===== src/rtl/drd3_pkg.sv =====
// Package for the 3x3 directional ridge detector: default sizes, register
// indexes, reset values and the per-item control word passed between stages.
// No dependencies.
`default_nettype none

package drd3_pkg;

  localparam int MAX_LINE_WIDTH_DEF   = 1024;
  localparam int MAX_PLANE_HEIGHT_DEF = 1024;
  localparam int SAMPLE_BITS_DEF      = 16;

  // Configuration port layout.
  localparam int CFG_INDEX_BITS = 2;
  localparam int CFG_DATA_BITS  = 15;
  localparam int SIZE_BITS      = 11;
  localparam int THR_BITS       = 15;

  localparam logic [CFG_INDEX_BITS-1:0] REG_LINE_WIDTH   = 2'd0;
  localparam logic [CFG_INDEX_BITS-1:0] REG_PLANE_HEIGHT = 2'd1;
  localparam logic [CFG_INDEX_BITS-1:0] REG_THRESHOLD    = 2'd2;

  // Input transaction kinds.
  localparam logic KIND_SAMPLE = 1'b0;
  localparam logic KIND_FLUSH  = 1'b1;

  localparam logic [SIZE_BITS-1:0] LINE_WIDTH_RST   = 11'd200;
  localparam logic [SIZE_BITS-1:0] PLANE_HEIGHT_RST = 11'd200;
  localparam logic [THR_BITS-1:0]  THRESHOLD_RST    = 15'd41;

  // Result queue depth; covers the one item in flight plus output stalls.
  localparam int OUT_QUEUE_DEPTH = 4;

  // Window control for one item, decided at acceptance time.
  typedef struct packed {
    logic emit;     // item completes a centre
    logic eop;      // that centre is the last of the plane
    logic col0;     // item sits in column zero
    logic col1;     // item sits in column one
    logic narrow;   // line width is one pixel
    logic top_ok;   // upper line store holds a row of this plane
    logic mid_ok;   // middle line store holds a row of this plane
  } win_ctrl_t;

endpackage

`default_nettype wire


===== src/rtl/drd3_if.sv =====
// Channel interfaces of the ridge detector: input samples, results and the
// configuration write channel. Depends on drd3_pkg.
`default_nettype none


interface drd3_out_if #(
  parameter int SAMPLE_BITS = drd3_pkg::SAMPLE_BITS_DEF
);
  logic                          valid;
  logic                          ready;
  logic signed [SAMPLE_BITS-1:0] ridge_value;
  logic                          is_ridge;
  logic                          end_of_plane;

  modport source (output valid, output ridge_value, output is_ridge,
                  output end_of_plane, input ready);
  modport sink   (input valid, input ridge_value, input is_ridge,
                  input end_of_plane, output ready);
endinterface


`default_nettype wire


===== src/rtl/drd3_out_queue.sv =====
// Small result queue that drives the output channel and absorbs receiver
// stalls. Depends on drd3_pkg and drd3_if.
`default_nettype none

module drd3_out_queue #(
  parameter int SAMPLE_BITS = drd3_pkg::SAMPLE_BITS_DEF,
  parameter int DEPTH       = drd3_pkg::OUT_QUEUE_DEPTH,
  parameter int CNT_BITS    = $clog2(DEPTH + 1)
) (
  input  wire logic                           clk,
  input  wire logic                           rst_n,
  input  wire logic                           push,
  input  wire logic signed [SAMPLE_BITS-1:0]  push_value,
  input  wire logic                           push_ridge,
  input  wire logic                           push_eop,
  output      logic [CNT_BITS-1:0]            count,
  drd3_out_if.source                          out_bus
);
  import drd3_pkg::*;

  localparam int PTR_BITS = (DEPTH > 1) ? $clog2(DEPTH) : 1;

  logic signed [SAMPLE_BITS-1:0] value_q [DEPTH];
  logic                          ridge_q [DEPTH];
  logic                          eop_q   [DEPTH];
  logic [PTR_BITS-1:0]           wr_ptr_r, rd_ptr_r;
  logic [CNT_BITS-1:0]           count_r;
  logic                          pop;

  assign pop   = out_bus.valid && out_bus.ready;
  assign count = count_r;

  assign out_bus.valid        = (count_r != '0);
  assign out_bus.ridge_value  = value_q[rd_ptr_r];
  assign out_bus.is_ridge     = ridge_q[rd_ptr_r];
  assign out_bus.end_of_plane = eop_q[rd_ptr_r];

  always_ff @(posedge clk) begin
    if (!rst_n) begin
      wr_ptr_r <= '0;
      rd_ptr_r <= '0;
      count_r  <= '0;
    end else begin
      if (push) begin
        wr_ptr_r <= (32'(wr_ptr_r) == DEPTH - 1) ? '0 : PTR_BITS'(32'(wr_ptr_r) + 1);
      end
      if (pop) begin
        rd_ptr_r <= (32'(rd_ptr_r) == DEPTH - 1) ? '0 : PTR_BITS'(32'(rd_ptr_r) + 1);
      end
      if (push && !pop) begin
        count_r <= CNT_BITS'(32'(count_r) + 1);
      end else if (pop && !push) begin
        count_r <= CNT_BITS'(32'(count_r) - 1);
      end
    end
  end

  always_ff @(posedge clk) begin
    if (push) begin
      value_q[wr_ptr_r] <= push_value;
      ridge_q[wr_ptr_r] <= push_ridge;
      eop_q[wr_ptr_r]   <= push_eop;
    end
  end

endmodule

`default_nettype wire


===== src/flat_wrapper.sv =====
// flat-port wrapper written by rule: the top's interface ports become plain ports
module drd3_out_queue_flat import drd3_pkg::*;
#(
  parameter int SAMPLE_BITS = drd3_pkg::SAMPLE_BITS_DEF,
  parameter int DEPTH       = drd3_pkg::OUT_QUEUE_DEPTH,
  parameter int CNT_BITS    = $clog2(DEPTH + 1)
)
  (clk, rst_n, push, push_value, push_ridge, push_eop, count, out_bus_valid, out_bus_ridge_value, out_bus_is_ridge, out_bus_end_of_plane, out_bus_ready);
  drd3_out_if #(.SAMPLE_BITS(SAMPLE_BITS)) out_bus_i ();
  input  wire logic clk;
  input  wire logic rst_n;
  input  wire logic push;
  input  wire logic signed [SAMPLE_BITS-1:0] push_value;
  input  wire logic push_ridge;
  input  wire logic push_eop;
  output      logic [CNT_BITS-1:0] count;
  output wire logic [$bits(out_bus_i.valid)-1:0] out_bus_valid;
  output wire logic [$bits(out_bus_i.ridge_value)-1:0] out_bus_ridge_value;
  output wire logic [$bits(out_bus_i.is_ridge)-1:0] out_bus_is_ridge;
  output wire logic [$bits(out_bus_i.end_of_plane)-1:0] out_bus_end_of_plane;
  input wire logic [$bits(out_bus_i.ready)-1:0] out_bus_ready;
  assign out_bus_valid = out_bus_i.valid;
  assign out_bus_ridge_value = out_bus_i.ridge_value;
  assign out_bus_is_ridge = out_bus_i.is_ridge;
  assign out_bus_end_of_plane = out_bus_i.end_of_plane;
  assign out_bus_i.ready = out_bus_ready;
  drd3_out_queue #(.SAMPLE_BITS(SAMPLE_BITS), .DEPTH(DEPTH), .CNT_BITS(CNT_BITS)) u_core (.clk(clk), .rst_n(rst_n), .push(push), .push_value(push_value), .push_ridge(push_ridge), .push_eop(push_eop), .count(count), .out_bus(out_bus_i));
endmodule

===== config.mk =====
export PLATFORM = sky130hd
export DESIGN_NAME = drd3_out_queue_flat
export DESIGN_NICKNAME = d
export VERILOG_FILES = /design/src/rtl/drd3_pkg.sv /design/src/rtl/drd3_if.sv /design/src/rtl/drd3_out_queue.sv /design/src/flat_wrapper.sv
export SDC_FILE = /design/constraint.sdc
export NUM_CORES = 1
export LEC_CHECK = 0
export BUFFER_PORTS_ARGS = -buffer_cell sky130_fd_sc_hd__buf_2
export CAP_MARGIN = 20
export CORE_MARGIN = 2
export CORE_UTILIZATION = 60
export CTS_CLUSTER_DIAMETER = 40
export DETAILED_ROUTE_END_ITERATION = 8
export GPL_ROUTABILITY_DRIVEN = 1
export GPL_TIMING_DRIVEN = 0
export PLACE_DENSITY = 0.83
export SYNTH_ARGS = -nofsm -noshare
export SYNTH_HDL_FRONTEND = slang
export SYNTH_SLANG_ARGS = --single-unit

===== constraint.sdc =====
create_clock -name clk -period 6.1 [get_ports clk]
set_input_delay 0.305 -clock clk [delete_from_list [all_inputs] [get_ports clk]]
set_output_delay 0.305 -clock clk [all_outputs]
set_load 0.02 [all_outputs]

==> run metrics <==
max-cap check violation count 0; RR Endpoint u_core.count[2]; Reg-to-Reg Start u_core.count[0]; mux share of post-synthesis cell area around 15%; Net Sw Power 383.8 µW; CTS H-tree lvls 3; WL/cell 18.88 µm; GRT Total Usage a little under a fifth; Die ar. about 0.0057 mm²; TNS Setup 0 ns; CTS Buf Count 9; reg2reg setup slack between 3 and 4 ns; Reg2Reg Depth 7; CTS resizes 0; simple-gate share of the synthesized area 2.872%; I/O pin cnt 44; IO Port Bufs between 40 and 50; hold wc startpoint push_value[8]; Yosys top cell area share a little over two thirds; WS Path Type reg -> reg; Crit Path Max Fanout 5; drt pass-1 iters 4; vias around 1,500; Seq. cell area roughly 0.0023 mm²; Final Hold Vio Count 0; share of layout cells above drive strength 1 36.04%; CTS tree yes; adder-cell share of the synthesized area 3.074%; Sink Count 81; antenna diode count 0; share of total power in combinational logic about a quarter; largest cells by area after synthesis edfxtp_1 (70%), mux4_2 (7.3%), mux4_1 (6.8%), dfxtp_1 (5.8%), ha_1 (2.4%); WHS 0.1815 ns; Synth warnings 0; CP required ~6.4 ns; number of remaining DRC errors 0; Worst Skew a little over 0.006 ns; Peak Freq 427.7 MHz; die width between 70 and 80 µm; hold buffer count at cts 0; cell row count 26; final setup vio count 0; first-pass GRT wire length 7.362 mm; compound-cell area share of the yosys netlist approximately 1.2%; final worst-path cycle share around two fifths; Gate Count Post-Synth 140; RSZ-0062 raised after global routing false; commonest non-fill, non-tap cell in the layout edfxtp_1; core area around 0.005 mm²; Netlist Area Pre-Place approximately 0.0031 mm²; starting DRC count in detailed routing 59; remaining antenna violation count 0; Worst Tran Pin Value 0.9442 ns; Initial Util about three fifths; drt via density 5.577; Syn-to-layout area delta 16.34%; share of total power in the clock network about 29%; post-synthesis register bit count 81; fillers between 300 and 400; Pint 1023 µW; final WL just over 5 mm; detailed-placement wirelength estimate between 3 and 4 mm; Worst-path clk slew roughly 0.07 ns; worst skew pair latency around 0.33 ns; Mean Syn Cell Area ~22 µm²; sequential area share after synthesis 75.73%; largest net degree at the start of global routing 19; worst hold path class in -> reg; outcome complete, no violations; CP Data Arrival Time ~2.6 ns; Slew Limit Headroom ~37%; syn_nets about 170; Multi-input gate area approximately 690 µm²; sequential share of power 46.8%; leakage power 0.001289 µW; RePlAce Congestion roughly 0.68; initial antenna violation count 0; Synth Area in XOR/XNOR less than 1%; worst hold path depth 1; crit path capture type flip-flop; gr ovfl total 0; Peak VDD IR ~0.19 mV; vias in the first global route roughly 1,500; Worst Hold End u_core.value_q[2][8]; post-CTS setup buffers 0; die height between 70 and 80 µm; total power per unit cell area 390.9 mW/mm²; fin crit period 2.338 ns; Sw Share a little over a quarter; most frequent cells in the layout edfxtp_1 (72), buf_2 (44), mux4_2 (10); Netlist cell types 25; critical path launch point type flip-flop; Max Buffers Root-to-Sink 2; largest area contributor in the netlist edfxtp_1; main combinational cell family by area after synthesis multiplexers; nets@finish around 220; CTS root buf clkbuf_8; Slew Limit Fails 0
registers in the layout (all words and copies together), names as in the netlist, named ones only:
register         count
u_core.ridge_q       4
u_core.wr_ptr_r      2
u_core.eop_q         4
u_core.rd_ptr_r      2
u_core.value_q      64
u_core.count         3
through the flow:
step                area [µm²]  util [%]  total power [µW]  worst slack (ns)  std cells
CTS                       3598     71.36              1418             3.754        267
finish                    3598     71.36              1407             3.762        267
global route              3598     71.36              1467             3.630        267
global placement          3391     67.25             998.9             3.920        252
floorplan                 3093         -             916.9             3.931        140
detailed placement        3391     67.25              1017             3.764        252
worst max path at each step:
stage	startpoint	endpoint	cells past startpoint
global route	u_core.count[0]	u_core.count[2]	7
detailed placement	u_core.count[0]	u_core.count[2]	7
CTS	u_core.count[0]	u_core.count[2]	7
global placement	u_core.count[0]	u_core.count[2]	7
finish	u_core.count[0]	u_core.count[2]	7
floorplan	u_core.count[0]	u_core.count[2]	7
synth_stat cells:
| library cell | number |
|---|---|
| inv_1 | 3 |
| buf_6 | 1 |
| and2_1 | 5 |
| mux4_2 | 10 |
| dfxtp_1 | 9 |
| xnor2_1 | 1 |
| nor2_1 | 2 |
| clkbuf_1 | 1 |
| buf_12 | 1 |
| nand3_1 | 2 |
| mux4_1 | 8 |
| fa_1 | 1 |
| o21a_1 | 1 |
| nor3b_1 | 1 |
| xor2_1 | 1 |
| o31ai_1 | 1 |
| buf_2 | 2 |
| mux2i_1 | 2 |
| nand2_1 | 2 |
| edfxtp_1 | 72 |
| o21ai_0 | 3 |
| nor2b_1 | 2 |
| a21boi_0 | 1 |
| or3_1 | 2 |
| ha_1 | 6 |
layout make-up:
class                   instances  area share, %
inverters                       3         0.3129
flip-flops and latches         81          65.09
clock buffers                   9          3.442
repair buffers                 42          5.841
clock inverters                 6          2.330
plain buffers                   5          1.252
well taps                      70          2.434
multi-input cells              51          19.30
critical path, cell delays in order (launching register included):
cell	delay, ns
dfxtp_1	0.37
o31ai_1	0.52
ha_1	0.30
inv_1	0.06
fa_1	0.39
xor2_1	0.17
or3_1	0.30
a21boi_0	0.17
cell families (layout without fill, tap and decap cells):
family / count (synthesis) / in the layout
AO/OA/AOI/OAI: 6 / 6
XOR/XNOR: 2 / 2
adder cells (fa/ha/maj): 7 / 7
buffers and inverters: 8 / 65
flip-flops: 81 / 81
multiplexers: 20 / 20
AND/OR/NAND/NOR: 16 / 16
power by group through the flow:
stage	logic, µW	registers, µW	clock network [µW]
floorplan	242	675	0
global placement	332	667	0
detailed placement	345	672	0
CTS	347	660	411
global route	371	663	433
finish	342	659	406
metal layers:
metal  GRT usage, %  vias up  wire length [µm]  share of wire (%)
met5              0        -                 0                  0
met4          10.33        0                88                1.7
met3          6.746        8               261                5.2
met2          32.28       47              2765                 55
met1          21.37      757              1924                 38
li1               -      677                 -                  -
No activity file was read; power rests on OpenSTA's default activity.
