`src/rtl/drd3_pkg.sv`:
```
// Package for the 3x3 directional ridge detector: default sizes, register
// indexes, reset values and the per-item control word passed between stages.
// No dependencies.
`default_nettype none

package drd3_pkg;

  localparam int MAX_LINE_WIDTH_DEF   = 1024;
  localparam int MAX_PLANE_HEIGHT_DEF = 1024;
  localparam int SAMPLE_BITS_DEF      = 16;

  // Configuration port layout.
  localparam int CFG_INDEX_BITS = 2;
  localparam int CFG_DATA_BITS  = 15;
  localparam int SIZE_BITS      = 11;
  localparam int THR_BITS       = 15;

  localparam logic [CFG_INDEX_BITS-1:0] REG_LINE_WIDTH   = 2'd0;
  localparam logic [CFG_INDEX_BITS-1:0] REG_PLANE_HEIGHT = 2'd1;
  localparam logic [CFG_INDEX_BITS-1:0] REG_THRESHOLD    = 2'd2;

  // Input transaction kinds.
  localparam logic KIND_SAMPLE = 1'b0;
  localparam logic KIND_FLUSH  = 1'b1;

  localparam logic [SIZE_BITS-1:0] LINE_WIDTH_RST   = 11'd200;
  localparam logic [SIZE_BITS-1:0] PLANE_HEIGHT_RST = 11'd200;
  localparam logic [THR_BITS-1:0]  THRESHOLD_RST    = 15'd41;

  // Result queue depth; covers the one item in flight plus output stalls.
  localparam int OUT_QUEUE_DEPTH = 4;

  // Window control for one item, decided at acceptance time.
  typedef struct packed {
    logic emit;     // item completes a centre
    logic eop;      // that centre is the last of the plane
    logic col0;     // item sits in column zero
    logic col1;     // item sits in column one
    logic narrow;   // line width is one pixel
    logic top_ok;   // upper line store holds a row of this plane
    logic mid_ok;   // middle line store holds a row of this plane
  } win_ctrl_t;

endpackage

`default_nettype wire

```
`src/rtl/drd3_window.sv`:
```
// 3x3 window columns and the directional ridge test for one centre.
// Depends on drd3_pkg.
`default_nettype none

module drd3_window #(
  parameter int SAMPLE_BITS = drd3_pkg::SAMPLE_BITS_DEF
) (
  input  wire logic                           clk,
  input  wire logic                           s1_valid,
  input  wire drd3_pkg::win_ctrl_t            s1_ctrl,
  input  wire logic signed [SAMPLE_BITS-1:0]  s1_v,
  input  wire logic signed [SAMPLE_BITS-1:0]  up_raw,
  input  wire logic signed [SAMPLE_BITS-1:0]  mid_raw,
  input  wire logic [drd3_pkg::THR_BITS-1:0]  threshold,
  output      logic                           res_valid,
  output      logic signed [SAMPLE_BITS-1:0]  res_value,
  output      logic                           res_ridge,
  output      logic                           res_eop
);
  import drd3_pkg::*;

  localparam int SW   = SAMPLE_BITS + 2;
  localparam int CMPW = ((SAMPLE_BITS > THR_BITS) ? SAMPLE_BITS : THR_BITS) + 1;

  // Column registers: older (left) and newer (centre), rows top/mid/bottom.
  logic signed [SAMPLE_BITS-1:0] old_col_r [3];
  logic signed [SAMPLE_BITS-1:0] new_col_r [3];

  logic signed [SAMPLE_BITS-1:0] ntop, nmid;
  logic signed [SAMPLE_BITS-1:0] win [3][3];   // [column][row]
  logic signed [SW-1:0]          ex  [3][3];
  logic signed [CMPW-1:0]        centre_cmp, thr_cmp;
  logic signed [SW-1:0]          s_v, l_v, r_v;
  logic signed [SW-1:0]          s_h, l_h, r_h;
  logic signed [SW-1:0]          s_d45, l_d45, r_d45;
  logic signed [SW-1:0]          s_d135, l_d135, r_d135;
  logic                          ridge;

  assign ntop = s1_ctrl.top_ok ? up_raw  : '0;
  assign nmid = s1_ctrl.mid_ok ? mid_raw : '0;

  always_comb begin
    for (int k = 0; k < 3; k++) begin
      win[0][k] = old_col_r[k];
      win[1][k] = new_col_r[k];
      win[2][k] = '0;
    end
    if (s1_ctrl.col0) begin
      // Column zero closes the previous row: the right column is outside.
      if (s1_ctrl.narrow) begin
        for (int k = 0; k < 3; k++) win[0][k] = '0;
      end
    end else begin
      if (s1_ctrl.col1) begin
        for (int k = 0; k < 3; k++) win[0][k] = '0;
      end
      win[2][0] = ntop;
      win[2][1] = nmid;
      win[2][2] = s1_v;
    end
  end

  always_comb begin
    for (int i = 0; i < 3; i++) begin
      for (int k = 0; k < 3; k++) begin
        ex[i][k] = {{2{win[i][k][SAMPLE_BITS-1]}}, win[i][k]};
      end
    end
  end

  // Each direction: centre line against its two parallel neighbour lines.
  always_comb begin
    s_v    = ex[1][0] + ex[1][1] + ex[1][2];
    l_v    = ex[0][0] + ex[0][1] + ex[0][2];
    r_v    = ex[2][0] + ex[2][1] + ex[2][2];
    s_h    = ex[0][1] + ex[1][1] + ex[2][1];
    l_h    = ex[0][0] + ex[1][0] + ex[2][0];
    r_h    = ex[0][2] + ex[1][2] + ex[2][2];
    s_d45  = ex[2][0] + ex[1][1] + ex[0][2];
    l_d45  = ex[0][0] + ex[1][0] + ex[0][1];
    r_d45  = ex[2][1] + ex[1][2] + ex[2][2];
    s_d135 = ex[0][0] + ex[1][1] + ex[2][2];
    l_d135 = ex[1][0] + ex[2][0] + ex[2][1];
    r_d135 = ex[0][1] + ex[0][2] + ex[1][2];
  end

  assign centre_cmp = {{(CMPW - SAMPLE_BITS){win[1][1][SAMPLE_BITS-1]}}, win[1][1]};
  assign thr_cmp    = {{(CMPW - THR_BITS){1'b0}}, threshold};

  assign ridge = (centre_cmp > thr_cmp) &&
                 (((l_v    < s_v)    && (s_v    > r_v))    ||
                  ((l_h    < s_h)    && (s_h    > r_h))    ||
                  ((l_d45  < s_d45)  && (s_d45  > r_d45))  ||
                  ((l_d135 < s_d135) && (s_d135 > r_d135)));

  assign res_valid = s1_valid && s1_ctrl.emit;
  assign res_ridge = ridge;
  assign res_value = ridge ? win[1][1] : '0;
  assign res_eop   = s1_ctrl.eop;

  always_ff @(posedge clk) begin
    if (s1_valid) begin
      for (int k = 0; k < 3; k++) old_col_r[k] <= new_col_r[k];
      new_col_r[0] <= ntop;
      new_col_r[1] <= nmid;
      new_col_r[2] <= s1_v;
    end
  end

endmodule

`default_nettype wire

```
`config.mk`:
```
export PLATFORM = sky130hd
export DESIGN_NAME = drd3_window
export DESIGN_NICKNAME = d
export VERILOG_FILES = /design/src/rtl/drd3_pkg.sv /design/src/rtl/drd3_window.sv
export SDC_FILE = /design/constraint.sdc
export NUM_CORES = 1
export LEC_CHECK = 0
export BUFFER_PORTS_ARGS = -buffer_cell sky130_fd_sc_hd__buf_4
export CAP_MARGIN = 10
export CORE_MARGIN = 5
export CORE_UTILIZATION = 52
export CTS_BUF_LIST = sky130_fd_sc_hd__clkbuf_4
export DETAILED_ROUTE_END_ITERATION = 10
export PLACE_DENSITY = 0.69
export SYNTH_ARGS = -nofsm -noshare
export SYNTH_HDL_FRONTEND = slang
export SYNTH_SLANG_ARGS = --single-unit
```
`constraint.sdc`:
```
create_clock -name clk -period 6.3 [get_ports clk]
set_input_delay 0 -clock clk [delete_from_list [all_inputs] [get_ports clk]]
set_output_delay 0 -clock clk [all_outputs]
set_load 0.05 [all_outputs]
```
==> flow_results.org, run 1 <==
** Power
- Leakage power summed over all cells :: 12.5 nW
- Post-layout total power :: 7.19 mW
- IR analysis of the VDD net gives a maximum drop of 0.217 mV.
- For this design the ratio of total power to cell area is 288 nW/µm².

** Finish
- Final-layout fill cell count :: 3,257
- Layout cells sized above 1 :: 18.4%
- Multi-input combinational cell area :: 16,800 µm²
- Area Growth Syn to Fin :: 22.6%
- In the final design database the tool counted 3,281 nets.
- Area taken by flip-flops and latches :: 2880 µm²
- At the end of the flow the core is filled with cells to 64.5%.

** Setup path
- STA classifies the critical path startpoint as a register.
- The critical path contains buffers and inverters numbering 13 combined.
- Among all stages on the critical path, the largest delay is contributed by fa_1.
- Required time reported for the critical path endpoint :: 6300 ps
- Reg2Reg Setup Slack :: 5200 ps
- Along the worst path, the maximum fanout reaches 6.
- CP top delay family :: buffers and inverters
- The worst register-to-register path has a depth of 2.
- Among the stages of the critical path, the cell type that occurs most often is buf_4.
- Startpoint-to-endpoint class of the critical path :: reg -> out
- The endpoint identified for the worst register-to-register timing path is old_col_r[0][35].
- The worst setup path is captured at an output pin.
- At the worst endpoint, the arrival time is 6470 ps.
- Reg2Reg Launch Point :: new_col_r[0][35]
- Delay of the slowest cell on the worst path :: 540 ps

** STA
- Count of endpoints failing setup in the final report :: 16
- The final critical path takes up 103% of the cycle.
- Fmax :: 155 MHz
- The count of pins over their slew limit is 0.
- Clock skew on the completed layout was measured at 26.2 ps.
- Fin. Hold Viols :: 0
- For the pin with the worst max-slew slack, the measured transition is 1040 ps.
- Setup repair after global routing could not meet its margin everywhere.
- The routed design could run at a clock period as short as 6470 ps.
- Post-route setup slack :: -169 ps
- In this run the tightest slew margin relative to its limit is 30.6%.

** Detailed routing
- Number of nets with antenna violations after routing :: 0
- After detailed routing, the number of vias per cell comes to 5.79.
- Before antenna repair, the detailed router went through 6 iterations.
- The final layout contains routed wiring with a total length of 73,400 µm.
- Detailed Route Iter0 Violations :: 1,609
- Count of unresolved DRC violations after routing :: 0
- Via count :: 18,497
- Routed wire per std cell :: 23.0 µm

** Synthesis
- Total of warnings raised by yosys :: 0
- Post-synth EDFFs :: 96
- The average instance in the mapped netlist occupies 8.91 µm².
- Synth area leader :: ha_1
- Cell count after synthesis :: 2,283
- The number of different library cells used by synthesis comes to 75.
- Of all flip-flops after synthesis, the portion carrying an async set or reset was 0%.
- Share of the synthesized area in the top cell type :: 22.6%
- Summing the sequential cell areas from Yosys gives 14.2% of the chip area.
- Sorting the synthesized cells by area gives the leading types as ha_1 23%, fa_1 17%, edfxtp_1 14%.
- For this run, the leading register cell type out of synthesis is edfxtp_1.
- The cell area that synthesis handed to floorplanning was 20,300 µm².
- Net count of the mapped netlist :: 2,895
- Number of synthesized register bits :: 96

** Clock tree
- After clock tree synthesis, the clock-pin slew on the worst setup and hold paths is 180 ps.
- Number of CTS-inserted buffers :: 9
- For this design, the sink count on the clock tree is 96.
- TritonCTS clock tree :: done
- The H-tree generated during clock tree synthesis spans 3 levels.
- No sink is reached through more buffers than the 2 on the longest clock path.
- At the later pin of the worst-skew pair, clock insertion delay measures 600 ps.
- Root buffer cell :: clkbuf_4

** Placed design
- DP HPWL :: 61,400 µm
- Final weighted congestion in routability-driven placement :: 0.997
- # port buffers :: 87

** Floorplan
- Starting density of the core :: 52.6%
- Area of the core :: 38,600 µm²
- From bottom edge to top edge, the die measures 208 µm.
- Row generation in the floorplan step produced 72 rows.
- From left edge to right edge, the die measures 208 µm.
- Pin placement for this block handled 91 I/O pins.
- The die covers 43,200 µm².

** Outcome
- Violations in the final reports :: negative setup slack
- The flow ran to the end, but the final reports show violations.

** Global route
- The number of global-route vias before repair is 18,765.
- Combined global-route utilization of all metal layers :: 32.9%
- The number of antenna violations at the first check in global routing is 1.
- Entering global routing, the biggest net connects 66 pins.
- Total congestion overflow :: 0
- The first global-routing pass estimated 108,000 µm of wire.

** Min path
- Type of the worst min-delay path :: in -> out
- Worst Hold End :: res_eop
- The worst hold path passes through 0 cells.
- Hold path startpoint :: s1_ctrl[5]

** Job
- Max capacitance violation total :: 0
## layout by cell type, fill, tap and decap left out, types with 17 or more instances in the layout
cell           count
a21o_1            65
a21oi_1          127
a21oi_2           19
a31oi_1           26
and2_1            71
buf_4            310
buf_6             17
dlygate4sd3_1     61
edfxtp_1          96
fa_1             166
ha_1             357
inv_1            331
nand2_1           92
nand2b_1          59
nand3_1           38
nand4_1           19
nor2_1           132
nor2b_1           42
nor3_1            57
o211ai_1          25
o21a_1            35
o21ai_0           72
o21ai_1           19
xnor2_1          101
xor2_1            61
## per-layer routing
layer	global-route usage (%)	up-vias	share of wire, %
li1	-	8762	-
met1	40.2	8721	39
met2	54.4	787	46
met3	4.11	227	6.1
met4	22.6	0	8.5
met5	0	-	0
## cell usage after synthesis, drive strengths merged (3+ instances only)
| cell type | instances |
|---|---|
| a2111oi | 10 |
| a211o | 9 |
| a211oi | 21 |
| a21boi | 3 |
| a21o | 65 |
| a21oi | 146 |
| a221oi | 3 |
| a2bb2oi | 3 |
| a311oi | 5 |
| a31o | 7 |
| a31oi | 30 |
| a41o | 5 |
| a41oi | 4 |
| and2 | 77 |
| and3 | 15 |
| and4 | 5 |
| buf | 3 |
| clkbuf | 14 |
| edfxtp | 96 |
| fa | 173 |
| ha | 367 |
| inv | 336 |
| nand2 | 94 |
| nand2b | 59 |
| nand3 | 40 |
| nand3b | 4 |
| nand4 | 19 |
| nor2 | 134 |
| nor2b | 45 |
| nor3 | 69 |
| nor3b | 3 |
| nor4 | 3 |
| o2111ai | 7 |
| o211ai | 25 |
| o21a | 36 |
| o21ai | 99 |
| o21bai | 16 |
| o22ai | 4 |
| o31a | 6 |
| o31ai | 5 |
| o41ai | 6 |
| or2 | 13 |
| or3 | 13 |
| xnor2 | 104 |
| xor2 | 61 |
## worst register-to-register path: stages, from the launching register on
cell and delay [ps]:
edfxtp_1 530, buf_4 210, buf_4 140
## worst max-delay path by stage
stage                          endpoint  slack [ps]  cells past startpoint              from
final                      res_value[4]        -170                     28  new_col_r[0][40]
after global routing       res_value[4]        -360                     27  old_col_r[0][17]
after CTS                  res_value[7]        -180                     30   old_col_r[0][0]
after detailed placement  res_value[10]        -450                     29        s1_ctrl[4]
after global placement    res_value[11]        -530                     25        s1_ctrl[0]
after floorplan            res_value[0]         230                     24        s1_ctrl[4]
## timing repair
item / in CTS / in global routing
endpoints found under the setup margin: 16 / 16
buffers inserted: 37 / 14
endpoints found under the hold margin: 79 / 0
gates resized for setup: 93 / 64
hold buffers: 61 / 0
pin swaps: 53 / 67
## report_power, final
group | total, mW | switching, mW | internal (mW)
Sequential | 0.820 | 0.0612 | 0.759
Clock | 0.401 | 0.274 | 0.127
Combinational | 5.97 | 3.34 | 2.63
Total | 7.19 | 3.68 | 3.52
## area by class of cell
cell class              instances  area share (%)
multi-input cells            1834            67.3
repair buffers                392            12.9
flip-flops and latches         96            11.6
inverters                     336            5.08
well taps                     518            2.60
clock buffers                  10           0.301
clock inverters                 6           0.276
diodes                          2          0.0201
## per-stage QoR
step / cell area (µm²) / std cells / TNS (ps) / hold slack, ps / setup slack [ps]
2_1_floorplan: 20300 / 2283 / 0 / 98.9 / 232
3_3_place_gp: 23100 / 3066 / -7690 / 0.370 / -528
3_5_place_dp: 23100 / 3066 / -6440 / 0.370 / -453
4_1_cts: 24500 / 3178 / -1560 / 0.370 / -184
5_1_grt: 24900 / 3193 / -4890 / 0.287 / -364
6_report: 24900 / 3194 / -1640 / 0.416 / -169
## cells by family after synthesis
group	synth area share, %
other cells	0.0184
flops	14.2
mux	0.105
fa+ha+maj	39.6
compound gates	17.2
xor+xnor	7.10
buf+inv	6.59
simple gates	15.3
## flip-flops by register name, indices dropped and copies added (netlist names)
name,flops
old_col_r,48
new_col_r,48
Power figures use the tool's default switching activity.
==> inputs of run 2 (changes only) <==
- clock period: 6.3 -> 8.16 ns (I/O delays scaled with it)
==> flow_results.org, run 2 (same netlist as run 1, synthesis figures left out) <==
** Outcome
- The run finished with clean final reports.

** Finish
- Area Growth Syn to Fin :: 11.1%
- In the final layout, the share of cells above drive strength 1 is 5.82%.
- The count of cells in the finished layout, fillers not included, comes to 2,974.
- Leading registers by flop count :: new_col_r (48), old_col_r (48)
- The library cell used most frequently in the layout, excluding fill and tap cells, is ha_1.
- In the final design database the tool counted 3,062 nets.
- Area taken by flip-flops and latches :: 2880 µm²
- Core occupancy in the finished layout :: 58.5%
- Commonest cells after routing, fill and taps aside :: 367 x ha_1, 336 x inv_1, 173 x fa_1
- Multi-input combinational cell area :: 16,100 µm²
- The filler cells instantiated in the layout total 3,392.

** Placed design
- Final weighted congestion in routability-driven placement :: 0.997
- In this run, placement finished with an instance count of 2,876.
- Once detailed placement completed, the half-perimeter wirelength came to 58,200 µm.
- # port buffers :: 87

** Global route
- Entering global routing, the biggest net connects 71 pins.
- In the global route stage, met3 resource usage came out at 4.05%.
- The first global-routing pass estimated 104,000 µm of wire.
- Layer with the highest usage after global routing :: met2
- Combined global-route utilization of all metal layers :: 31.4%
- GR Layer Usage met1 :: 39.5%
- After global routing the overflow that remains totals 0.
- The number of global-route vias before repair came to 17,723.
- Global routing used 51.8% of the available met2 tracks.
- Antenna violations before repair :: 1

** Job
- The tool flagged a number of max-cap violations equal to 0.

** Setup path
- On the worst path, the slowest cell contributes a delay of 650 ps.
- The setup path with the least slack is of type reg -> out.
- Capturing element type of the critical path :: output pin
- Largest fanout of any net on the critical path :: 10
- For the worst setup path, the data required time is 8160 ps.
- The worst setup path is launched from a register.
- Reg2Reg Launch Point :: new_col_r[0][25]
- Launching element of the worst setup path :: new_col_r[0][0]
- Cell type of the slowest stage on the worst timing path :: a211oi_1
- CP top delay family :: compound AO/OA/AOI/OAI gates
- At the worst endpoint, the arrival time is 7660 ps.
- Together, buffers and inverters on the worst path number 2.
- The setup check on the worst reg-to-reg path leaves a slack of 7160 ps.

** STA
- Setup violations remaining at the end of the flow were counted as 0.
- Setup repair after global routing left no endpoint under its margin.
- Setup TNS :: 0 ps
- Final critical path time including I/O delays and setup :: 7660 ps
- Post-route clock period utilization :: 93.8%
- The count of pins over their slew limit came to 0.
- The number of endpoints with negative hold slack in the final report was 0.
- Layout Skew :: 24.0 ps
- Worst slew margin relative to its limit :: 20.5%
- Worst-case hold slack :: 0.416 ps
- Static timing analysis puts the maximum clock frequency at 131 MHz.
- For the pin with the worst max-slew slack, the measured transition is 1190 ps.

** Floorplan
- Total I/O pin count :: 91
- Area enclosed by the die boundary :: 43,200 µm²
- Row generation in the floorplan step produced 72 rows.
- Die H :: 208 µm
- The die is 208 µm wide.
- The region available for standard cell placement spans 38,600 µm².
- Starting density of the core :: 52.6%

** Detailed routing
- The count of nets left with antenna violations once routing finished came out at 0.
- Summed over all layers, the routed wires come to 68,800 µm.
- The first TritonRoute pass finished after 6 iterations.
- Routed wire per std cell :: 23.1 µm
- Post-detailed-route via-to-cell ratio :: 5.93
- Count of unresolved DRC violations after routing :: 0
- For this block, the initial DRC count from the detailed router was 1,641.
- Summing over every cut layer, the via total after detailed routing is 17,628.

** Clock tree
- In this run the number of H-tree levels came out at 3.
- Count of instances resized after the clock tree is built :: 0
- Buffer depth of the longest clock path :: 2
- Root buffer cell :: clkbuf_4
- Reg clk slew, reported paths :: 160 ps
- At the later pin of the worst-skew pair, clock insertion delay measures 570 ps.
- Number of CTS-inserted buffers :: 9
- TritonCTS built the clock tree.
- Clock tree sinks :: 96

** Min path
- Type of the worst min-delay path :: in -> out
- The worst hold path begins at s1_ctrl[5].

** Power
- Across the VDD grid, the largest voltage drop is 0.210 mV.
- Power comes to 4.87 mW.
- Power per standard cell area :: 216 nW/µm²
- The analysis attributes to cell leakage a power of 11.3 nW.
-- run 2: where the power goes --
group | internal, mW | switching [mW] | leakage, nW
clock network | 0.131 | 0.191 | 0.0871
logic | 1.59 | 2.31 | 10.3
registers | 0.586 | 0.0596 | 0.935
total | 2.31 | 2.56 | 11.3
-- run 2: final timing paths --
path                           end  cells after the start
setup / recovery      res_value[3]                     25
hold / removal             res_eop                      0
setup reg to reg  old_col_r[0][25]                      0
hold reg to reg   old_col_r[0][16]                      0
-- run 2: what timing repair did --
action / 4_1_cts / 5_1_grt
hold endpoints to repair: 74 / 0
hold buffers: 81 / 0
setup buffers: 0 / 0
-- run 2: layout make-up --
class	count	area share [%]
multi-input cells	1834	71.4
flip-flops and latches	96	12.8
repair buffers	173	6.64
inverters	336	5.58
well taps	518	2.87
clock buffers	11	0.365
clock inverters	5	0.360
diodes	1	0.0111
-- run 2: per-layer routing --
metal,vias up,routed length (µm)
li1,8333,-
met1,8298,27600
met2,781,31800
met3,216,4360
met4,0,5170
met5,-,0
-- run 2: per-stage QoR --
stage | setup slack [ps] | cell area [µm²]
6_report | 503 | 22600
5_1_grt | 40.1 | 22600
4_1_cts | 657 | 22600
3_5_place_dp | 875 | 21600
3_3_place_gp | 1080 | 21600
2_1_floorplan | 2090 | 20300
