==> config.mk <==
export PLATFORM = sky130hd
export DESIGN_NAME = drd3_ctrl_flat
export DESIGN_NICKNAME = d
export VERILOG_FILES = /design/src/rtl/drd3_pkg.sv /design/src/rtl/drd3_if.sv /design/src/rtl/drd3_ctrl.sv /design/src/flat_wrapper.sv
export SDC_FILE = /design/constraint.sdc
export NUM_CORES = 1
export LEC_CHECK = 0
export BUFFER_PORTS_ARGS = -buffer_cell sky130_fd_sc_hd__buf_2
export CAP_MARGIN = 40
export CORE_ASPECT_RATIO = 0.75
export CORE_MARGIN = 2
export CORE_UTILIZATION = 40
export DETAILED_ROUTE_END_ITERATION = 10
export GPL_TIMING_DRIVEN = 0
export RECOVER_POWER = 25
export SYNTH_ARGS = -nofsm -noshare
export SYNTH_HDL_FRONTEND = slang
export SYNTH_SLANG_ARGS = --single-unit
==> constraint.sdc <==
create_clock -name clk -period 4 [get_ports clk]
set_clock_uncertainty 0.2 [all_clocks]
set_input_delay 0.8 -clock clk [delete_from_list [all_inputs] [get_ports clk]]
set_output_delay 0.8 -clock clk [all_outputs]
set_load 0.02 [all_outputs]
==> src/rtl/drd3_pkg.sv <==
// Package for the 3x3 directional ridge detector: default sizes, register
// indexes, reset values and the per-item control word passed between stages.
// No dependencies.
`default_nettype none

package drd3_pkg;

  localparam int MAX_LINE_WIDTH_DEF   = 1024;
  localparam int MAX_PLANE_HEIGHT_DEF = 1024;
  localparam int SAMPLE_BITS_DEF      = 16;

  // Configuration port layout.
  localparam int CFG_INDEX_BITS = 2;
  localparam int CFG_DATA_BITS  = 15;
  localparam int SIZE_BITS      = 11;
  localparam int THR_BITS       = 15;

  localparam logic [CFG_INDEX_BITS-1:0] REG_LINE_WIDTH   = 2'd0;
  localparam logic [CFG_INDEX_BITS-1:0] REG_PLANE_HEIGHT = 2'd1;
  localparam logic [CFG_INDEX_BITS-1:0] REG_THRESHOLD    = 2'd2;

  // Input transaction kinds.
  localparam logic KIND_SAMPLE = 1'b0;
  localparam logic KIND_FLUSH  = 1'b1;

  localparam logic [SIZE_BITS-1:0] LINE_WIDTH_RST   = 11'd200;
  localparam logic [SIZE_BITS-1:0] PLANE_HEIGHT_RST = 11'd200;
  localparam logic [THR_BITS-1:0]  THRESHOLD_RST    = 15'd41;

  // Result queue depth; covers the one item in flight plus output stalls.
  localparam int OUT_QUEUE_DEPTH = 4;

  // Window control for one item, decided at acceptance time.
  typedef struct packed {
    logic emit;     // item completes a centre
    logic eop;      // that centre is the last of the plane
    logic col0;     // item sits in column zero
    logic col1;     // item sits in column one
    logic narrow;   // line width is one pixel
    logic top_ok;   // upper line store holds a row of this plane
    logic mid_ok;   // middle line store holds a row of this plane
  } win_ctrl_t;

endpackage

`default_nettype wire

==> src/rtl/drd3_if.sv <==
// Channel interfaces of the ridge detector: input samples, results and the
// configuration write channel. Depends on drd3_pkg.
`default_nettype none

interface drd3_in_if #(
  parameter int SAMPLE_BITS = drd3_pkg::SAMPLE_BITS_DEF
);
  logic                          valid;
  logic                          ready;
  logic                          kind;
  logic signed [SAMPLE_BITS-1:0] sample;

  modport source (output valid, output kind, output sample, input ready);
  modport sink   (input valid, input kind, input sample, output ready);
endinterface


interface drd3_cfg_if;
  logic                                  valid;
  logic                                  ready;
  logic [drd3_pkg::CFG_INDEX_BITS-1:0]   index;
  logic [drd3_pkg::CFG_DATA_BITS-1:0]    data;

  modport source (output valid, output index, output data, input ready);
  modport sink   (input valid, input index, input data, output ready);
endinterface

`default_nettype wire

==> src/rtl/drd3_ctrl.sv <==
// Configuration registers, raster position tracking and the input stage
// register of the ridge detector. Depends on drd3_pkg and drd3_if.
`default_nettype none

module drd3_ctrl #(
  parameter int MAX_LINE_WIDTH   = drd3_pkg::MAX_LINE_WIDTH_DEF,
  parameter int MAX_PLANE_HEIGHT = drd3_pkg::MAX_PLANE_HEIGHT_DEF,
  parameter int SAMPLE_BITS      = drd3_pkg::SAMPLE_BITS_DEF,
  parameter int COL_BITS         = $clog2(MAX_LINE_WIDTH)
) (
  input  wire logic                           clk,
  input  wire logic                           rst_n,
  drd3_in_if.sink                             in_bus,
  drd3_cfg_if.sink                            cfg_bus,
  input  wire logic                           room,
  output      logic                           rd_en,
  output      logic [COL_BITS-1:0]            rd_addr,
  output      logic                           s1_valid_r,
  output      drd3_pkg::win_ctrl_t            s1_ctrl_r,
  output      logic [COL_BITS-1:0]            s1_addr_r,
  output      logic signed [SAMPLE_BITS-1:0]  s1_v_r,
  output      logic [drd3_pkg::THR_BITS-1:0]  threshold
);
  import drd3_pkg::*;

  localparam int ROW_BITS = $clog2(MAX_PLANE_HEIGHT + 2);

  logic [SIZE_BITS-1:0] line_width_r;
  logic [SIZE_BITS-1:0] plane_height_r;
  logic [THR_BITS-1:0]  threshold_r;
  logic [COL_BITS-1:0]  col_r, col_nxt;
  logic [ROW_BITS-1:0]  row_r, row_nxt;

  logic                          accept;
  logic                          cfg_accept;
  logic                          restart;
  logic [31:0]                   w32, h32, r32, c32;
  logic signed [SAMPLE_BITS-1:0] v_nxt;
  win_ctrl_t                     ctrl_nxt;

  assign accept        = in_bus.valid && in_bus.ready;
  assign cfg_accept    = cfg_bus.valid && cfg_bus.ready;
  assign in_bus.ready  = room;
  assign cfg_bus.ready = 1'b1;
  assign threshold     = threshold_r;

  // Sizes in use, clamped to 1..maximum.
  always_comb begin
    if (line_width_r == '0) begin
      w32 = 32'd1;
    end else if (32'(line_width_r) > 32'(MAX_LINE_WIDTH)) begin
      w32 = 32'(MAX_LINE_WIDTH);
    end else begin
      w32 = 32'(line_width_r);
    end
    if (plane_height_r == '0) begin
      h32 = 32'd1;
    end else if (32'(plane_height_r) > 32'(MAX_PLANE_HEIGHT)) begin
      h32 = 32'(MAX_PLANE_HEIGHT);
    end else begin
      h32 = 32'(plane_height_r);
    end
  end

  assign r32 = 32'(row_r);
  assign c32 = 32'(col_r);

  always_comb begin
    ctrl_nxt        = '0;
    ctrl_nxt.col0   = (c32 == 32'd0);
    ctrl_nxt.col1   = (c32 == 32'd1);
    ctrl_nxt.narrow = (w32 < 32'd2);
    ctrl_nxt.top_ok = (r32 >= 32'd2) && (r32 - 32'd2 < h32);
    ctrl_nxt.mid_ok = (r32 >= 32'd1) && (r32 - 32'd1 < h32);
    if (c32 == 32'd0) begin
      ctrl_nxt.emit = (r32 >= 32'd2);
      ctrl_nxt.eop  = (r32 >= 32'd2) && (r32 == h32 + 32'd1);
    end else begin
      ctrl_nxt.emit = (r32 >= 32'd1) && (r32 <= h32);
    end

    // Padding rows and flush ticks feed zero.
    if (r32 < h32 && in_bus.kind == KIND_SAMPLE) begin
      v_nxt = in_bus.sample;
    end else begin
      v_nxt = '0;
    end

    if (ctrl_nxt.eop || r32 > h32 + 32'd1) begin
      col_nxt = '0;
      row_nxt = '0;
    end else if (c32 + 32'd1 >= w32) begin
      col_nxt = '0;
      row_nxt = ROW_BITS'(r32 + 32'd1);
    end else begin
      col_nxt = COL_BITS'(c32 + 32'd1);
      row_nxt = row_r;
    end
  end

  assign rd_en   = accept;
  assign rd_addr = col_r;

  always_comb begin
    restart = 1'b0;
    if (cfg_accept) begin
      unique case (cfg_bus.index)
        REG_LINE_WIDTH:   restart = 1'b1;
        REG_PLANE_HEIGHT: restart = 1'b1;
        default:          restart = 1'b0;
      endcase
    end
  end

  always_ff @(posedge clk) begin
    if (!rst_n) begin
      line_width_r   <= LINE_WIDTH_RST;
      plane_height_r <= PLANE_HEIGHT_RST;
      threshold_r    <= THRESHOLD_RST;
      col_r          <= '0;
      row_r          <= '0;
      s1_valid_r     <= 1'b0;
    end else begin
      s1_valid_r <= accept;
      if (cfg_accept) begin
        unique case (cfg_bus.index)
          REG_LINE_WIDTH:   line_width_r   <= cfg_bus.data[SIZE_BITS-1:0];
          REG_PLANE_HEIGHT: plane_height_r <= cfg_bus.data[SIZE_BITS-1:0];
          REG_THRESHOLD:    threshold_r    <= cfg_bus.data[THR_BITS-1:0];
          default:          ;
        endcase
      end
      if (restart) begin
        col_r <= '0;
        row_r <= '0;
      end else if (accept) begin
        col_r <= col_nxt;
        row_r <= row_nxt;
      end
    end
  end

  always_ff @(posedge clk) begin
    if (accept) begin
      s1_ctrl_r <= ctrl_nxt;
      s1_addr_r <= col_r;
      s1_v_r    <= v_nxt;
    end
  end

endmodule

`default_nettype wire

==> src/flat_wrapper.sv <==
// flat-port wrapper written by rule: the top's interface ports become plain ports
module drd3_ctrl_flat import drd3_pkg::*;
#(
  parameter int MAX_LINE_WIDTH   = drd3_pkg::MAX_LINE_WIDTH_DEF,
  parameter int MAX_PLANE_HEIGHT = drd3_pkg::MAX_PLANE_HEIGHT_DEF,
  parameter int SAMPLE_BITS      = drd3_pkg::SAMPLE_BITS_DEF,
  parameter int COL_BITS         = $clog2(MAX_LINE_WIDTH)
)
  (clk, rst_n, room, rd_en, rd_addr, s1_valid_r, s1_ctrl_r, s1_addr_r, s1_v_r, threshold, in_bus_valid, in_bus_kind, in_bus_sample, in_bus_ready, cfg_bus_valid, cfg_bus_index, cfg_bus_data, cfg_bus_ready);
  drd3_in_if #(.SAMPLE_BITS(SAMPLE_BITS)) in_bus_i ();
  drd3_cfg_if cfg_bus_i ();
  input  wire logic clk;
  input  wire logic rst_n;
  input  wire logic room;
  output      logic rd_en;
  output      logic [COL_BITS-1:0] rd_addr;
  output      logic s1_valid_r;
  output      drd3_pkg::win_ctrl_t s1_ctrl_r;
  output      logic [COL_BITS-1:0] s1_addr_r;
  output      logic signed [SAMPLE_BITS-1:0] s1_v_r;
  output      logic [drd3_pkg::THR_BITS-1:0] threshold;
  input wire logic [$bits(in_bus_i.valid)-1:0] in_bus_valid;
  input wire logic [$bits(in_bus_i.kind)-1:0] in_bus_kind;
  input wire logic [$bits(in_bus_i.sample)-1:0] in_bus_sample;
  output wire logic [$bits(in_bus_i.ready)-1:0] in_bus_ready;
  input wire logic [$bits(cfg_bus_i.valid)-1:0] cfg_bus_valid;
  input wire logic [$bits(cfg_bus_i.index)-1:0] cfg_bus_index;
  input wire logic [$bits(cfg_bus_i.data)-1:0] cfg_bus_data;
  output wire logic [$bits(cfg_bus_i.ready)-1:0] cfg_bus_ready;
  assign in_bus_i.valid = in_bus_valid;
  assign in_bus_i.kind = in_bus_kind;
  assign in_bus_i.sample = in_bus_sample;
  assign in_bus_ready = in_bus_i.ready;
  assign cfg_bus_i.valid = cfg_bus_valid;
  assign cfg_bus_i.index = cfg_bus_index;
  assign cfg_bus_i.data = cfg_bus_data;
  assign cfg_bus_ready = cfg_bus_i.ready;
  drd3_ctrl #(.MAX_LINE_WIDTH(MAX_LINE_WIDTH), .MAX_PLANE_HEIGHT(MAX_PLANE_HEIGHT), .SAMPLE_BITS(SAMPLE_BITS), .COL_BITS(COL_BITS)) u_core (.clk(clk), .rst_n(rst_n), .in_bus(in_bus_i), .cfg_bus(cfg_bus_i), .room(room), .rd_en(rd_en), .rd_addr(rd_addr), .s1_valid_r(s1_valid_r), .s1_ctrl_r(s1_ctrl_r), .s1_addr_r(s1_addr_r), .s1_v_r(s1_v_r), .threshold(threshold));
endmodule
==> reports/summary.log, run 1 <==
[status] status finished, final reports clean
[sta] number of pins with negative max-slew slack in the final report 0
[synth] area of the mapped netlist 5660 um2
[die] Chip Width 141 um
[global_routing] wire length of the first global-routing pass 23.3 mm
[clocking] buffers from clock root to sink, at most 2
[power] Pwr Total 2.15 mW
[sta] setup violators final 0
[finish] most used cells in the layout excluding fill and tap cells 124 x sky130_fd_sc_hd__nand2_1, 78 x sky130_fd_sc_hd__buf_2, 65 x sky130_fd_sc_hd__ha_1, 58 x sky130_fd_sc_hd__dfxtp_1, 48 x sky130_fd_sc_hd__clkbuf_1
[sta] pin slew with the least headroom to its limit 0.853 ns
[sta] Hold Vio Cnt, Final 0
[synth] number of enable flip-flop cells after synthesis 33
[synth] Post-Synthesis Net Count 737
[synth] most area-hungry cell type in the Yosys netlist sky130_fd_sc_hd__dfxtp_1
[synth] sequential fraction of the synthesis area 0.384
[setup_path] CP cell instances nor4_1, nand3_1, a21oi_4, ha_1, nand2_1, nor2_2, nand4_1, nor2_1, nor2_1, ha_1, nand3_1, nor2_2, o31a_1, buf_4, o221ai_4, buf_6, nand3b_1, mux2i_1
[setup_path] worst path required time 4.03 ns
[clocking] Clock Pin Slew Worst Setup and Hold Paths 0.07 ns
[finish] end-of-flow core utilization 0.491
[power] sequential group share of total power 0.472
[synth] largest cells by area after synthesis sky130_fd_sc_hd__dfxtp_1 21%, sky130_fd_sc_hd__edfxtp_1 18%, sky130_fd_sc_hd__ha_1 14%
[synth] number of cells produced by synthesis 633
[setup_path] reg-to-reg startpoint u_core.plane_height_r[4]$_SDFFE_PN0P_
[drt] number of DRC markers after the initial detailed-route iteration 245
[clocking] Sink Count 92
[finish] # diodes 0
[synth] Avg Synthesized Cell Area 8.94 um2
[drt] vias per inst 5.30
[synth] synth warn 0
[placed_design] placed standard-cell area 6370 um2
[sta] final critical path time including I/O delays and setup 3.75 ns
[die] IO Count 101
[setup_path] startpoint type of the worst setup path flip-flop
[sta] period utilisation layout 0.938
[drt] mean routed wirelength per cell 15.5 um
[clocking] maximum level of the CTS H-tree 3
[setup_path] critical-path cell with the highest stage delay sky130_fd_sc_hd__dfxtp_1
[die] Die Y-Extent 107 um
[flow_run] max-capacitance violation count 0
[die] Starting Density 0.412
[drt] post-detailed-route count of antenna-violating nets 0
[clocking] CTS tree yes
[finish] post-route design area 6750 um2
[drt] vias post-DR 4,909
[synth] Main synth FF type sky130_fd_sc_hd__dfxtp_1
[worst_hold_path] source of the worst hold timing path u_core.rd_addr[5]$_SDFFE_PP0P_
[setup_path] dominant delay contributor by cell family on the critical path simple AND/OR/NAND/NOR gates
[worst_hold_path] Tightest Hold Check Type reg -> reg
[global_routing] maximum number of pins on one net before global-route repair 39
[global_routing] vias in the first global route 4,660
[finish] Layout Nets 851
[setup_path] endpoint class of the critical path flip-flop
[placed_design] placer's final routability congestion estimate 0.878
[power] Clk network pwr share 0.429
[worst_hold_path] Endpoint, Worst Hold u_core.s1_addr_r[5]$_DFFE_PP_
[synth] fraction of synthesized cell area taken by the top area cell type 0.209
[synth] share of synthesized registers carrying an async set or reset 0
[die] number of core rows 37
[power] Peak VDD IR 0.200 mV
[power] combinational group share of total power 0.098
[finish] proportion of layout cells with a drive suffix above 1 0.162
[synth] number of distinct library cells after synthesis 55
[clocking] hold buffers post-CTS 0
[power] leakage power 2.87 nW
[setup_path] highest cell delay on the worst timing path 0.37 ns
[sta] Fmax 0.267 GHz
[worst_hold_path] number of stages on the worst hold path 0
[power] Pint 1.63 mW
[setup_path] critical path type reg -> reg
[setup_path] Worst EP arrival 3.78 ns
[placed_design] half-perimeter wire length after placement 11.1 mm
[finish] most common library cell in the layout ignoring fill and taps sky130_fd_sc_hd__nand2_1
[synth] total of flip-flops plus latches after synthesis 92
[die] Die Outline Area 15,100 um2
[setup_path] worst-path maximum fanout 10
[sta] tightest slew margin relative to the limit 0.431
[drt] DRT Pass-1 Iters 5
[clocking] number of buffers inserted during clock tree synthesis 9
[drt] Post-route DRC 0
[placed_design] number of I/O port buffers 99
[global_routing] antenna violations before repair 0
[power] switching power as a share of total power 0.243
[die] core area 13,700 um2
[setup_path] number of buffers and inverters on the critical path 2
[global_routing] Congestion Overflow GR 0
[drt] final routed wirelength across all metal layers 14.4 mm
[setup_path] R2R Setup Slk 0.25 ns
[setup_path] number of cells traversed by the worst register-to-register path 18
[setup_path] reg-to-reg critical path endpoint u_core.row_r[9]$_SDFFE_PP0P_
[finish] P&R area growth vs syn 19.3%
[power] Psw 0.523 mW
[global_routing] GR Util All Layers 0.195
[clocking] Root Buffer Master sky130_fd_sc_hd__clkbuf_16
[power] PD cells 318 nW/um2
[clocking] Worst-Skew Late Latency 0.35 ns
state kept, by name, indices dropped and copies added, names as in the netlist, 7 cells and up:
signal / flops
u_core.rd_addr: 10
u_core.s1_v_r: 16
u_core.row_r: 11
u_core.s1_addr_r: 10
u_core.threshold: 15
u_core.s1_ctrl_r: 7
u_core.plane_height_r: 11
u_core.line_width_r: 11
how the worst max path moves through the flow:
stage / to / cells past startpoint / from
2_1_floorplan: u_core.row_r[3]$_SDFFE_PP0P_ / 16 / u_core.plane_height_r[4]$_SDFFE_PN0P_
3_5_place_dp: u_core.row_r[2]$_SDFFE_PP0P_ / 14 / u_core.plane_height_r[4]$_SDFFE_PN0P_
3_3_place_gp: u_core.row_r[8]$_SDFFE_PP0P_ / 16 / u_core.plane_height_r[4]$_SDFFE_PN0P_
4_1_cts: u_core.row_r[6]$_SDFFE_PP0P_ / 17 / u_core.plane_height_r[4]$_SDFFE_PN0P_
6_report: u_core.row_r[9]$_SDFFE_PP0P_ / 18 / u_core.plane_height_r[4]$_SDFFE_PN0P_
5_1_grt: u_core.row_r[9]$_SDFFE_PP0P_ / 18 / u_core.plane_height_r[4]$_SDFFE_PN0P_
metrics by stage:
stage	hold slack, ns	setup TNS (ns)	setup slack (ns)	instances
2_1_floorplan	0.243	0	0.547	633
3_3_place_gp	0.235	-0.961	-0.113	907
3_5_place_dp	0.242	-2.96	-0.208	907
4_1_cts	0.261	0	0.0405	923
5_1_grt	0.273	-0.0655	-0.0254	927
6_report	0.255	0	0.249	927
power groups by stage:
stage | sequential, mW | combinational [mW] | clock [mW]
2_1_floorplan | 1.06 | 0.110 | 0
3_3_place_gp | 1.03 | 0.206 | 0
3_5_place_dp | 1.03 | 0.212 | 0
4_1_cts | 1.01 | 0.214 | 0.945
5_1_grt | 1.02 | 0.237 | 0.980
6_report | 1.01 | 0.211 | 0.923
per-layer routing:
metal,global-route usage,share of wire,vias to the layer above
li1,-,-,2460
met1,0.279,0.50,2317
met2,0.303,0.43,119
met3,0.0362,0.050,13
met4,0.0500,0.013,0
met5,0,0,-
cells in the mapped netlist, types with 2 or more instances:
master and instances:
sky130_fd_sc_hd__nand2b_1 6, sky130_fd_sc_hd__a211oi_1 3, sky130_fd_sc_hd__xnor2_1 18, sky130_fd_sc_hd__ha_1 65, sky130_fd_sc_hd__nand2_1 125, sky130_fd_sc_hd__clkinv_1 2, sky130_fd_sc_hd__edfxtp_1 33, sky130_fd_sc_hd__a31oi_1 6
sky130_fd_sc_hd__nand4_1 8, sky130_fd_sc_hd__dfxtp_1 59, sky130_fd_sc_hd__inv_1 19, sky130_fd_sc_hd__nand3b_1 7, sky130_fd_sc_hd__o2111ai_1 2, sky130_fd_sc_hd__or2_2 2, sky130_fd_sc_hd__clkbuf_1 22, sky130_fd_sc_hd__nand3_1 47
sky130_fd_sc_hd__o21bai_1 2, sky130_fd_sc_hd__and2_1 18, sky130_fd_sc_hd__a211o_1 2, sky130_fd_sc_hd__a21boi_0 29, sky130_fd_sc_hd__buf_4 3, sky130_fd_sc_hd__nor2_1 25, sky130_fd_sc_hd__nor3_1 6, sky130_fd_sc_hd__a32o_1 6
sky130_fd_sc_hd__mux2i_1 12, sky130_fd_sc_hd__o21ai_0 10, sky130_fd_sc_hd__nor2b_1 3, sky130_fd_sc_hd__and3_1 11, sky130_fd_sc_hd__o211ai_1 2, sky130_fd_sc_hd__a21o_1 8, sky130_fd_sc_hd__xor2_1 15, sky130_fd_sc_hd__buf_2 6
sky130_fd_sc_hd__nor4_1 7, sky130_fd_sc_hd__a21oi_1 23
what timing repair did:
item	4_1_cts	5_1_grt
setup buffers	0	4
pin swaps	0	4
gates resized for setup	5	15
setup endpoints to repair	21	21
kinds of logic (layout without fill, tap and decap cells):
group	count (synthesis)	count (layout)	share of synthesized area
xor gates and xnor gates	33	33	0.0511
adders and majority gates	65	65	0.144
and+or+nand+nor	273	273	0.229
DFF	92	92	0.384
other	1	1	0.000663
buffers and inverters	55	174	0.0414
AOI/OAI and AO/OA	102	102	0.129
muxes	12	12	0.0212
final cells by class:
class                      count  area (um2)
clock inverter                 5        85.1
tap                          175         219
multi-input combinational    486        3300
buffer                        33         161
fill                        1356        7000
timing repair buffer         103         494
clock buffer                  11         233
sequential                    92        2170
inverter                      22        82.6
Note: power is estimated with default switching activity, not from simulation.
==> run 2: changes to the inputs <==
--- a/config.mk
+++ b/config.mk
@@ -7,12 +7,11 @@
 export LEC_CHECK = 0
 export BUFFER_PORTS_ARGS = -buffer_cell sky130_fd_sc_hd__buf_2
 export CAP_MARGIN = 40
-export CORE_ASPECT_RATIO = 0.75
+export CORE_ASPECT_RATIO = 1.5
 export CORE_MARGIN = 2
 export CORE_UTILIZATION = 40
 export DETAILED_ROUTE_END_ITERATION = 10
 export GPL_TIMING_DRIVEN = 0
-export RECOVER_POWER = 25
 export SYNTH_ARGS = -nofsm -noshare
 export SYNTH_HDL_FRONTEND = slang
 export SYNTH_SLANG_ARGS = --single-unit
==> reports/summary.log, run 2 (synthesis gave the netlist of run 1 again) <==
[sta] total negative slack for setup checks 0 ns [unchanged]
[global_routing] Congestion Overflow GR 0 [unchanged]
[setup_path] critical-path cell with the highest stage delay sky130_fd_sc_hd__dfxtp_1 [unchanged]
[setup_path] CP cell instances ha_1, and3_1, nand3_1, nor2_1, xor2_1, ha_1, a21o_1, a21o_1, a21o_1, a2111oi_4, buf_2, a31oi_1, mux2i_1 [was nor4_1, nand3_1, a21oi_4, ha_1, nand2_1, nor2_2, nand4_1, nor2_1, nor2_1, ha_1, nand3_1, nor2_2, o31a_1, buf_4, o221ai_4, buf_6, nand3b_1, mux2i_1]
[placed_design] placed standard-cell area 6360 um2 [was 6370 um2]
[die] Die Outline Area 15,100 um2 [about the same]
[setup_path] most repeated library cell on the critical path sky130_fd_sc_hd__a21o_1
[worst_hold_path] Tightest Hold Check Type reg -> reg [unchanged]
[finish] post-route design area 6720 um2 [was 6750 um2]
[drt] final routed wirelength across all metal layers 14.0 mm [was 14.4 mm]
[setup_path] startpoint type of the worst setup path flip-flop [unchanged]
[sta] setup violators final 0 [unchanged]
[placed_design] placer's final routability congestion estimate 0.921 [was 0.878]
[power] leakage power 2.92 nW [was 2.87 nW]
[flow_run] max-capacitance violation count 0 [unchanged]
[setup_path] critical path type reg -> reg [unchanged]
[sta] pin slew with the least headroom to its limit 0.822 ns [was 0.853 ns]
[sta] number of pins with negative max-slew slack in the final report 0 [unchanged]
[drt] post-detailed-route count of antenna-violating nets 0 [unchanged]
[finish] proportion of layout cells with a drive suffix above 1 0.193 [was 0.162]
[drt] DRT Pass-1 Iters 4 [was 5]
[setup_path] R2R Setup Slk 0.30 ns [was 0.25 ns]
[finish] most used cells in the layout excluding fill and tap cells 124 x sky130_fd_sc_hd__nand2_1, 103 x sky130_fd_sc_hd__buf_2, 64 x sky130_fd_sc_hd__ha_1, 57 x sky130_fd_sc_hd__dfxtp_1, 47 x sky130_fd_sc_hd__nand3_1 [was 124 x sky130_fd_sc_hd__nand2_1, 78 x sky130_fd_sc_hd__buf_2, 65 x sky130_fd_sc_hd__ha_1, 58 x sky130_fd_sc_hd__dfxtp_1, 48 x sky130_fd_sc_hd__clkbuf_1]
[finish] most common library cell in the layout ignoring fill and taps sky130_fd_sc_hd__nand2_1 [unchanged]
[drt] vias post-DR 4,898 [was 4,909]
[die] Chip Width 101 um [was 141 um]
[drt] number of DRC markers after the initial detailed-route iteration 225 [was 245]
[setup_path] dominant delay contributor by cell family on the critical path compound AO/OA/AOI/OAI gates [was simple AND/OR/NAND/NOR gates]
[setup_path] highest cell delay on the worst timing path 0.47 ns [was 0.37 ns]
[global_routing] GR Util All Layers 0.188 [was 0.195]
[setup_path] worst-path maximum fanout 10 [unchanged]
[global_routing] vias in the first global route 4,704 [was 4,660]
[power] Pwr Total 2.01 mW [was 2.15 mW]
[finish] Layout Nets 850 [was 851]
[clocking] CTS tree yes [unchanged]
[clocking] Sink Count 92 [unchanged]
[die] IO Count 101 [unchanged]
[power] PD cells 299 nW/um2 [was 318 nW/um2]
[sta] Fmax 0.270 GHz [was 0.267 GHz]
[finish] # diodes 0 [unchanged]
[drt] mean routed wirelength per cell 15.3 um [was 15.5 um]
[sta] final critical path time including I/O delays and setup 3.70 ns [was 3.75 ns]
[placed_design] Inst Count DP 897 [was 907]
[sta] worst path setup slack after routing 0.296 ns [was 0.249 ns]
[drt] Post-route DRC 0 [unchanged]
[clocking] hold buffers post-CTS 0 [unchanged]
[clocking] buffers from clock root to sink, at most 2 [unchanged]
[finish] Biggest register u_core.s1_v_r [unchanged]
[setup_path] endpoint class of the critical path flip-flop [unchanged]
[die] Starting Density 0.406 [was 0.412]
[die] core area 13,900 um2 [was 13,700 um2]
[drt] vias per inst 5.35 [was 5.30]
[setup_path] worst path required time 4.07 ns [was 4.03 ns]
[global_routing] wire length of the first global-routing pass 22.7 mm [was 23.3 mm]
[clocking] Clock Pin Slew Worst Setup and Hold Paths 0.07 ns [about the same]
[clocking] Worst-Skew Late Latency 0.35 ns [about the same]
[sta] period utilisation layout 0.926 [was 0.938]
[die] number of core rows 53 [was 37]
[sta] tightest slew margin relative to the limit 0.451 [was 0.431]
[placed_design] half-perimeter wire length after placement 10.9 mm [was 11.1 mm]
[placed_design] number of I/O port buffers 99 [unchanged]
[global_routing] maximum number of pins on one net before global-route repair 39 [unchanged]
[status] status finished, final reports clean [unchanged]
[die] Die Y-Extent 150 um [was 107 um]
[clocking] Root Buffer Master sky130_fd_sc_hd__clkbuf_16 [unchanged]
[power] Peak VDD IR 0.204 mV [was 0.200 mV]
[finish] flip-flop count of the largest register after layout 16 [unchanged]
[clocking] number of buffers inserted during clock tree synthesis 9 [unchanged]
[finish] P&R area growth vs syn 18.7% [was 19.3%]
[finish] non-filler instance count after layout 916 [was 927]
[placed_design] pre-CTS setup slack 0.00380 ns [was -0.208 ns]
[global_routing] antenna violations before repair 0 [unchanged]
[setup_path] Worst EP arrival 3.78 ns [about the same]
[clocking] maximum level of the CTS H-tree 3 [unchanged]
[sta] Hold Vio Cnt, Final 0 [unchanged]
[finish] filler cell count in the final layout 1,381 [was 1,356]
[setup_path] number of buffers and inverters on the critical path 1 [was 2]
[run 2: changes by cell type in the layout (fill, tap and decap cells not counted), sizes merged]
cell,before,now
clkbuf,60,33
buf,87,112
bufinv,2,0
clkinvlp,1,3
clkinv,3,4
[run 2: final timing paths]
kind	to	cells after the start	startpoint
worst max register to register	u_core.rd_addr[5]$_SDFFE_PP0P_	13	u_core.rd_addr[1]$_SDFFE_PP0P_
worst min register to register	u_core.s1_addr_r[2]$_DFFE_PP_	0	u_core.rd_addr[2]$_SDFFE_PP0P_
worst max-delay path	u_core.rd_addr[5]$_SDFFE_PP0P_	13	u_core.rd_addr[1]$_SDFFE_PP0P_
worst min-delay path	u_core.s1_addr_r[2]$_DFFE_PP_	0	u_core.rd_addr[2]$_SDFFE_PP0P_
[run 2: final cells by class]
cell class	count	area (um2)	share of cell area
Buffer	33	158	0.0235
Clock buffer	10	229	0.0341
Clock inverter	6	40.0	0.00596
Inverter	22	82.6	0.0123
Multi-Input combinational cell	486	3310	0.492
Sequential cell	92	2170	0.324
Tap cell	165	206	0.0307
Timing Repair Buffer	102	518	0.0771
[run 2: layer usage]
metal,global-route usage,vias to the layer above,share of wire
met5,0,-,0
met4,0.0872,0,0.028
met3,0.0304,24,0.049
met2,0.325,155,0.50
met1,0.226,2269,0.42
li1,-,2450,-
[run 2: stage by stage]
stage / hold slack (ns) / util
detailed placement: 0.243 / 0.457
finish: 0.247 / 0.482
floorplan: 0.243 / -
global route: 0.281 / 0.482
CTS: 0.258 / 0.476
global placement: 0.240 / 0.457
[run 2: where the power goes]
group          internal [mW]  total (mW)  switching, mW
combinational         0.0810       0.213          0.132
clock                  0.420       0.779          0.359
sequential             0.997        1.01         0.0179
total                   1.50        2.01          0.509
[run 2: timing repair]
action,4_1_cts,5_1_grt
hold endpoints to repair,0,0
setup buffers,0,3
endpoints found under the setup margin,9,21
pin swaps,0,3
resized for setup,2,18
